### src/hw/rtl/dhke_pkg.sv
`timescale 1ns / 1ps
package dhke_pkg;
	localparam int unsigned WIDTH_DEF = 32;
	localparam logic [1:0] ST_OK = 2'd0;
	localparam logic [1:0] ST_BAD_A = 2'd1;
	localparam logic [1:0] ST_BAD_B = 2'd2;
	localparam logic [0:0] REG_MODULUS = 1'b0;
	localparam logic [0:0] REG_GENERATOR = 1'b1;

	typedef enum logic [1:0] {
		OP_LOAD_GA,
		OP_LOAD_GB,
		OP_LOAD_KEY
	} load_op_t;

	typedef struct packed {
		logic     load;
		load_op_t op;
		logic     reduce_g;
		logic     square;
		logic     mul_step;
		logic     mult;
		logic     shift_exp;
		logic     save_pa;
		logic     save_base;
		logic     save_key;
	} dhke_cmd_t;

	typedef struct packed {
		logic bad_a;
		logic bad_b;
		logic exp_bit;
	} dhke_stat_t;
endpackage

### src/hw/rtl/dhke_datapath.sv
`timescale 1ns / 1ps
module dhke_datapath #(
	parameter int unsigned WIDTH = dhke_pkg::WIDTH_DEF
) (
	input  logic                    clk,
	input  logic                    capture,
	input  logic [WIDTH-1:0]        secret_a,
	input  logic [WIDTH-1:0]        secret_b,
	input  logic [WIDTH-1:0]        modulus,
	input  logic [WIDTH-1:0]        generator,
	input  dhke_pkg::dhke_cmd_t     cmd,
	output dhke_pkg::dhke_stat_t    stat,
	output logic [WIDTH-1:0]        public_a,
	output logic [WIDTH-1:0]        public_b,
	output logic [WIDTH-1:0]        shared_key
);
	import dhke_pkg::*;

	logic [WIDTH-1:0] sa_q, sb_q, m_q, g_q, base_q, exp_q, r_q, x_q, y_q, acc_q;
	logic [WIDTH-1:0] acc_dbl, acc_add, one_mod;

	function automatic logic [WIDTH-1:0] add_mod(input logic [WIDTH-1:0] a,
		input logic [WIDTH-1:0] b, input logic [WIDTH-1:0] m);
		logic [WIDTH-1:0] room;
		room = m - b;
		add_mod = (a >= room) ? a - room : a + b;
	endfunction

	assign one_mod = (m_q == {{(WIDTH-1){1'b0}}, 1'b1}) ? '0 : {{(WIDTH-1){1'b0}}, 1'b1};
	assign acc_dbl = add_mod(acc_q, acc_q, m_q);
	assign acc_add = y_q[WIDTH-1] ? add_mod(acc_dbl, x_q, m_q) : acc_dbl;

	assign stat.bad_a = (sa_q >= m_q);
	assign stat.bad_b = (sb_q >= m_q);
	assign stat.exp_bit = exp_q[WIDTH-1];

	always_ff @(posedge clk) begin
		if (capture) begin
			sa_q <= secret_a;
			sb_q <= secret_b;
			m_q <= modulus;
			g_q <= generator;
			public_a <= '0;
			public_b <= '0;
			shared_key <= '0;
		end
		if (cmd.load) begin
			r_q <= one_mod;
			unique case (cmd.op)
				OP_LOAD_GA: begin
					exp_q <= sa_q;
				end
				OP_LOAD_GB: begin
					exp_q <= sb_q;
				end
				default: begin
					base_q <= public_b;
					exp_q <= sa_q;
				end
			endcase
		end
		if (cmd.reduce_g) begin
			x_q <= one_mod;
			y_q <= g_q;
			acc_q <= '0;
		end
		if (cmd.square) begin
			x_q <= r_q;
			y_q <= r_q;
			acc_q <= '0;
		end
		if (cmd.mult) begin
			x_q <= base_q;
			y_q <= r_q;
			acc_q <= '0;
		end
		if (cmd.mul_step) begin
			acc_q <= acc_add;
			y_q <= {y_q[WIDTH-2:0], 1'b0};
		end
		if (cmd.save_pa) r_q <= acc_q;
		if (cmd.save_base) base_q <= acc_q;
		if (cmd.shift_exp) exp_q <= {exp_q[WIDTH-2:0], 1'b0};
		if (cmd.save_key) begin
			if (cmd.op == OP_LOAD_GA) public_a <= r_q;
			else if (cmd.op == OP_LOAD_GB) public_b <= r_q;
			else shared_key <= r_q;
		end
	end
endmodule

### src/hw/rtl/dhke_ctrl.sv
`timescale 1ns / 1ps
module dhke_ctrl #(
	parameter int unsigned WIDTH = dhke_pkg::WIDTH_DEF
) (
	input  logic                 clk,
	input  logic                 arst_n,
	input  logic                 start,
	input  dhke_pkg::dhke_stat_t stat,
	output logic                 busy,
	output logic                 capture,
	output dhke_pkg::dhke_cmd_t  cmd,
	output logic                 done,
	output logic [1:0]           status
);
	import dhke_pkg::*;

	localparam int unsigned CW = $clog2(WIDTH);

	typedef enum logic [3:0] {
		S_IDLE, S_CHECK, S_RED, S_BASE, S_LOAD, S_SQ, S_MUL, S_STEP, S_NEXT, S_SAVE
	} state_t;

	state_t state_q;
	load_op_t op_q;
	logic [CW-1:0] bit_q, step_q;
	logic pend_mul_q, red_q;
	logic [1:0] status_q;

	assign busy = (state_q != S_IDLE);
	assign capture = start && !busy;
	assign status = status_q;

	always_comb begin
		cmd = '0;
		cmd.op = op_q;
		unique case (state_q)
			S_RED: cmd.reduce_g = 1'b1;
			S_BASE: cmd.save_base = 1'b1;
			S_LOAD: cmd.load = 1'b1;
			S_SQ: cmd.square = 1'b1;
			S_MUL: cmd.mult = 1'b1;
			S_STEP: cmd.mul_step = 1'b1;
			S_NEXT: begin
				cmd.save_pa = 1'b1;
				cmd.shift_exp = !pend_mul_q;
			end
			S_SAVE: cmd.save_key = 1'b1;
			default: ;
		endcase
	end

	always_ff @(posedge clk or negedge arst_n) begin
		if (!arst_n) begin
			state_q <= S_IDLE;
			op_q <= OP_LOAD_GA;
			bit_q <= '0;
			step_q <= '0;
			pend_mul_q <= 1'b0;
			red_q <= 1'b0;
			status_q <= ST_OK;
			done <= 1'b0;
		end else begin
			done <= 1'b0;
			unique case (state_q)
				S_IDLE: if (start) state_q <= S_CHECK;
				S_CHECK: begin
					op_q <= OP_LOAD_GA;
					if (stat.bad_a) begin
						status_q <= ST_BAD_A;
						done <= 1'b1;
						state_q <= S_IDLE;
					end else if (stat.bad_b) begin
						status_q <= ST_BAD_B;
						done <= 1'b1;
						state_q <= S_IDLE;
					end else begin
						status_q <= ST_OK;
						state_q <= S_RED;
					end
				end
				S_RED: begin
					step_q <= CW'(WIDTH - 1);
					pend_mul_q <= 1'b0;
					red_q <= 1'b1;
					state_q <= S_STEP;
				end
				S_BASE: begin
					red_q <= 1'b0;
					state_q <= S_LOAD;
				end
				S_LOAD: begin
					bit_q <= CW'(WIDTH - 1);
					state_q <= S_SQ;
				end
				S_SQ: begin
					step_q <= CW'(WIDTH - 1);
					pend_mul_q <= stat.exp_bit;
					red_q <= 1'b0;
					state_q <= S_STEP;
				end
				S_MUL: begin
					step_q <= CW'(WIDTH - 1);
					pend_mul_q <= 1'b0;
					red_q <= 1'b0;
					state_q <= S_STEP;
				end
				S_STEP: begin
					step_q <= step_q - 1'b1;
					if (step_q == '0) state_q <= red_q ? S_BASE : S_NEXT;
				end
				S_NEXT: begin
					if (pend_mul_q) state_q <= S_MUL;
					else if (bit_q == '0) state_q <= S_SAVE;
					else begin
						bit_q <= bit_q - 1'b1;
						state_q <= S_SQ;
					end
				end
				S_SAVE: begin
					unique case (op_q)
						OP_LOAD_GA: begin
							op_q <= OP_LOAD_GB;
							state_q <= S_LOAD;
						end
						OP_LOAD_GB: begin
							op_q <= OP_LOAD_KEY;
							state_q <= S_LOAD;
						end
						default: begin
							done <= 1'b1;
							state_q <= S_IDLE;
						end
					endcase
				end
				default: state_q <= S_IDLE;
			endcase
		end
	end
endmodule

### src/hw/rtl/diffie_hellman_key_exchange.sv
`timescale 1ns / 1ps
// Computes both public values and the shared key of a Diffie-Hellman exchange for one word
// of two secrets. Raise start while busy is low; done then pulses for one cycle with the
// results, which must be taken then. The results come from a bit-serial modular
// multiplier that takes one multiplier bit per cycle; it also reduces the generator once
// per word. A secret not below the modulus ends the word in the check state after start,
// with zero results.
module diffie_hellman_key_exchange #(
	parameter int unsigned WIDTH = dhke_pkg::WIDTH_DEF
) (
	input  logic             clk,
	input  logic             arst_n,
	input  logic             cfg_we,
	input  logic             cfg_index,
	input  logic [WIDTH-1:0] cfg_data,
	input  logic             start,
	input  logic [WIDTH-1:0] secret_a,
	input  logic [WIDTH-1:0] secret_b,
	output logic             busy,
	output logic             done,
	output logic [WIDTH-1:0] public_a,
	output logic [WIDTH-1:0] public_b,
	output logic [WIDTH-1:0] shared_key,
	output logic [1:0]       status
);
	import dhke_pkg::*;

	logic [WIDTH-1:0] modulus_q, generator_q;
	logic capture;
	dhke_cmd_t cmd;
	dhke_stat_t stat;

	always_ff @(posedge clk or negedge arst_n) begin
		if (!arst_n) begin
			modulus_q <= WIDTH'(23);
			generator_q <= WIDTH'(5);
		end else if (cfg_we) begin
			if (cfg_index == REG_MODULUS) modulus_q <= cfg_data;
			else generator_q <= cfg_data;
		end
	end

	dhke_ctrl #(.WIDTH(WIDTH)) u_ctrl (
		.clk, .arst_n, .start, .stat, .busy, .capture, .cmd, .done, .status
	);

	dhke_datapath #(.WIDTH(WIDTH)) u_dp (
		.clk, .capture, .secret_a, .secret_b, .modulus(modulus_q),
		.generator(generator_q), .cmd, .stat, .public_a, .public_b, .shared_key
	);
endmodule

### config.mk
export PLATFORM = sky130hd
export DESIGN_NAME = diffie_hellman_key_exchange
export DESIGN_NICKNAME = d
export VERILOG_FILES = /design/src/hw/rtl/dhke_pkg.sv /design/src/hw/rtl/dhke_datapath.sv /design/src/hw/rtl/dhke_ctrl.sv /design/src/hw/rtl/diffie_hellman_key_exchange.sv
export SDC_FILE = /design/constraint.sdc
export NUM_CORES = 1
export LEC_CHECK = 0
export BUFFER_PORTS_ARGS = -buffer_cell sky130_fd_sc_hd__buf_4
export CELL_PAD_IN_SITES_DETAIL_PLACEMENT = 1
export CELL_PAD_IN_SITES_GLOBAL_PLACEMENT = 2
export CORE_MARGIN = 2
export CORE_UTILIZATION = 44
export CTS_CLUSTER_SIZE = 10
export DETAILED_ROUTE_END_ITERATION = 16
export PLACE_DENSITY = 0.95
export RECOVER_POWER = 100
export SLEW_MARGIN = 10
export SYNTH_ARGS = -nofsm -noshare
export SYNTH_HDL_FRONTEND = slang
export SYNTH_SLANG_ARGS = --single-unit
### constraint.sdc
create_clock -name clk -period 18.45 [get_ports clk]
set_input_delay 1.845 -clock clk [delete_from_list [all_inputs] [get_ports clk]]
set_output_delay 1.845 -clock clk [all_outputs]
set_load 0.005 [all_outputs]
==> qor.yml <==
status:
  status: "finished, violations left"
  violations: "max-capacitance violations, max-slew violations"
synth:
  yosys-top-cells-area: "edfxtp_1 33%, ha_1 9.2%, dfrtp_1 6.8%"
  avgSynthCellArea_um2: 10.7
  synthArstFlopShare: 0.170
  synth_fp_nets: 3041
  synth_ff_type: "edfxtp_1"
  ys_seq_area_frac: 0.469
  yosysMostFrequentCell: "edfxtp_1"
  synth_edf_count: 318
  synth_cell_types: 105
  ys_top_cells_by_count: "318 x edfxtp_1, 213 x ha_1, 197 x o21ai_0"
  ys_seq_elements: 501
  synth_top_cell_by_area: "edfxtp_1"
  yosysTopAreaCellShare: 0.328
  synth_warnings: 0
  synth_area_um2: 29100
  netlist_instances: 2724
global_route:
  grt_pass1_wl_mm: 151
  grt_max_degree: 83
  overflow: 0
  grt_pass1_vias: 24500
  grt_use_total: 0.291
  antenna_found_initial: 1
timing:
  final_hold_viol_count: 0
  fmax_ghz: 0.0815
  finalSetupViolations: 0
  worstMarginPinSlew_ps: 4680
  finalClockSkew_ps: 32.4
  fin_crit_sh: 0.665
  rsz0062_at_grt: "false"
  period_minus_slack_ps: 12270
  slew_headroom: -2.12
  final_max_slew_viol_count: 734
  fin_tns_setup_ps: 0
die:
  pin_count: 201
  dieArea_um2: 68200
  rows: 94
  die_x_um: 261
  dieHeight_um: 261
  core_um2: 65600
  start_util: 0.443
layout:
  multiInputGateArea_um2: 14500
  fin_nets: 3226
  regArea_um2: 13600
  n_antenna_cell: 0
  area_growth_pct: 13.7
  drive_gt1_frac: 0.135
  num-fill-cells: 7115
routing:
  vias: 23100
  routed_wl_mm: 100
  route.detailed.drc: 0
  vias_per_cell: 6.05
  wl_per_cell_um: 26.2
  ant_nets: 0
  drt-pass1-iter-count: 8
  drt_iter0_drc: 1902
cts:
  clock_sinks: 501
  clkSlewWorstSetupHoldPaths_ps: 60
  h-tree-depth: 2
  cts_tree: "yes"
  cts_hold_buffers: 0
  cts_buffers: 58
  clock_path_buffers: 3
  cts-root-buf: "clkbuf_16"
  cts_resized: 0
  clk_latency_ps: 640
  post_cts_buffers: 0
worst_setup_path:
  slowest_stage: "clkbuf_1"
  worstPathRequired_ps: 18810
  crit_fanout: 40
  setup.worst_path.start: "u_dp.m_q[0]$_DFFE_PP_"
  cp.arrival_ps: 12630
  end_kind: "flop"
  r2r_start: "u_dp.m_q[0]$_DFFE_PP_"
  crit_path_frequent_cell: "inv_1"
  critPathMaxStageDelay_ps: 1390
  worst-setup-path-type: "flop to flop"
  critPathLaunchType: "flop"
  r2r_slack_ps: 6180
hold_path:
  hold_path.startpoint: "generator_q[8]$_DFFE_PN0P_"
  min_path_type: "flop to flop"
flow_run:
  max-cap-violations: 20
placement:
  place_hpwl_mm: 75.1
  port_buffers: 200
  gp_congestion: 0.909
==> state kept, by name, indices dropped and copies added, names as in the netlist <==
name / count
u_ctrl.pend_mul_q: 1
u_dp.m_q: 32
u_dp.sb_q: 32
u_dp.sa_q: 32
u_ctrl.op_q: 2
u_dp.public_a: 32
u_dp.g_q: 32
u_dp.acc_q: 32
u_dp.base_q: 32
u_dp.public_b: 32
u_dp.y_q: 32
modulus_q: 32
u_ctrl.bit_q: 5
u_dp.shared_key: 32
u_ctrl.state_q: 4
u_ctrl.done: 1
u_dp.r_q: 32
u_dp.x_q: 32
u_ctrl.red_q: 1
u_ctrl.status: 2
generator_q: 32
u_dp.exp_q: 32
u_ctrl.step_q: 5
==> per-stage QoR <==
| stage | util | instances | instance area, µm² | setup slack (ps) | hold slack [ps] |
|---|---|---|---|---|---|
| 2_1_floorplan | - | 2724 | 29100 | 9720 | 419 |
| 3_3_place_gp | 0.481 | 3713 | 31500 | 8020 | 424 |
| 3_5_place_dp | 0.481 | 3713 | 31500 | 7800 | 428 |
| 4_1_cts | 0.508 | 3823 | 33300 | 7730 | 441 |
| 5_1_grt | 0.504 | 3823 | 33100 | 5260 | 446 |
| 6_report | 0.504 | 3823 | 33100 | 6180 | 435 |
==> final timing paths <==
path                                                     to  cells past startpoint
worst max-delay path            u_dp.acc_q[9]$_SDFFCE_PN0P_                     43
worst min-delay path                  u_dp.g_q[8]$_DFFE_PP_                      0
worst max register to register  u_dp.acc_q[9]$_SDFFCE_PN0P_                     43
worst min register to register        u_dp.g_q[8]$_DFFE_PP_                      0
max in group asynchronous          modulus_q[3]$_DFFE_PN0P_                      2
min in group asynchronous       generator_q[25]$_DFFE_PN0P_                      1
==> cells in the final DEF (no fill, tap or decap), drive strengths merged, types with 98 or more instances in the layout <==
cell	netlist	layout
edfxtp	318	318
clkbuf	79	286
ha	213	213
o21ai	207	207
a21oi	191	191
nand2	190	190
inv	162	164
nor2	155	155
a22o	128	128
dfxtp	98	98
==> area by class of cell <==
| cell class | count | share of cell area |
|---|---|---|
| Multi-Input combinational cell | 1959 | 0.437 |
| Clock inverter | 7 | 0.00272 |
| Sequential cell | 501 | 0.413 |
| Tap cell | 864 | 0.0327 |
| Clock buffer | 103 | 0.0509 |
| Inverter | 162 | 0.0184 |
| Timing Repair Buffer | 227 | 0.0458 |
==> kinds of logic (layout without fill, tap and decap cells) <==
family          count (synthesis)  count (layout)  synth area share
mux                           168             168            0.0620
simple gates                  619             619             0.105
buf+inv                       264             499            0.0355
compound gates                796             796             0.186
flops                         501             501             0.469
xor+xnor                      149             149            0.0448
fa+ha+maj                     227             227            0.0976
==> worst max-delay path, delay by kind of cell, from the launching register on <==
family | cells | cell delay [ps]
DFF | 1 | 460
and+or+nand+nor | 8 | 2930
AOI/OAI and AO/OA | 23 | 5410
buffers and inverters | 6 | 1790
adders and majority gates | 5 | 1230
xor gates and xnor gates | 1 | 180
==> metal layers <==
metal	wire length, µm	vias to the layer above	GRT usage
met2	47400	779	0.487
met1	43800	11700	0.394
met4	2760	2	0.0794
met3	6230	165	0.0419
met5	13	-	0
li1	-	10500	-
Power is left out: the tool's default activity adds up to more than one toggle a clock period on the data nets, which glitch-free logic cannot reach.
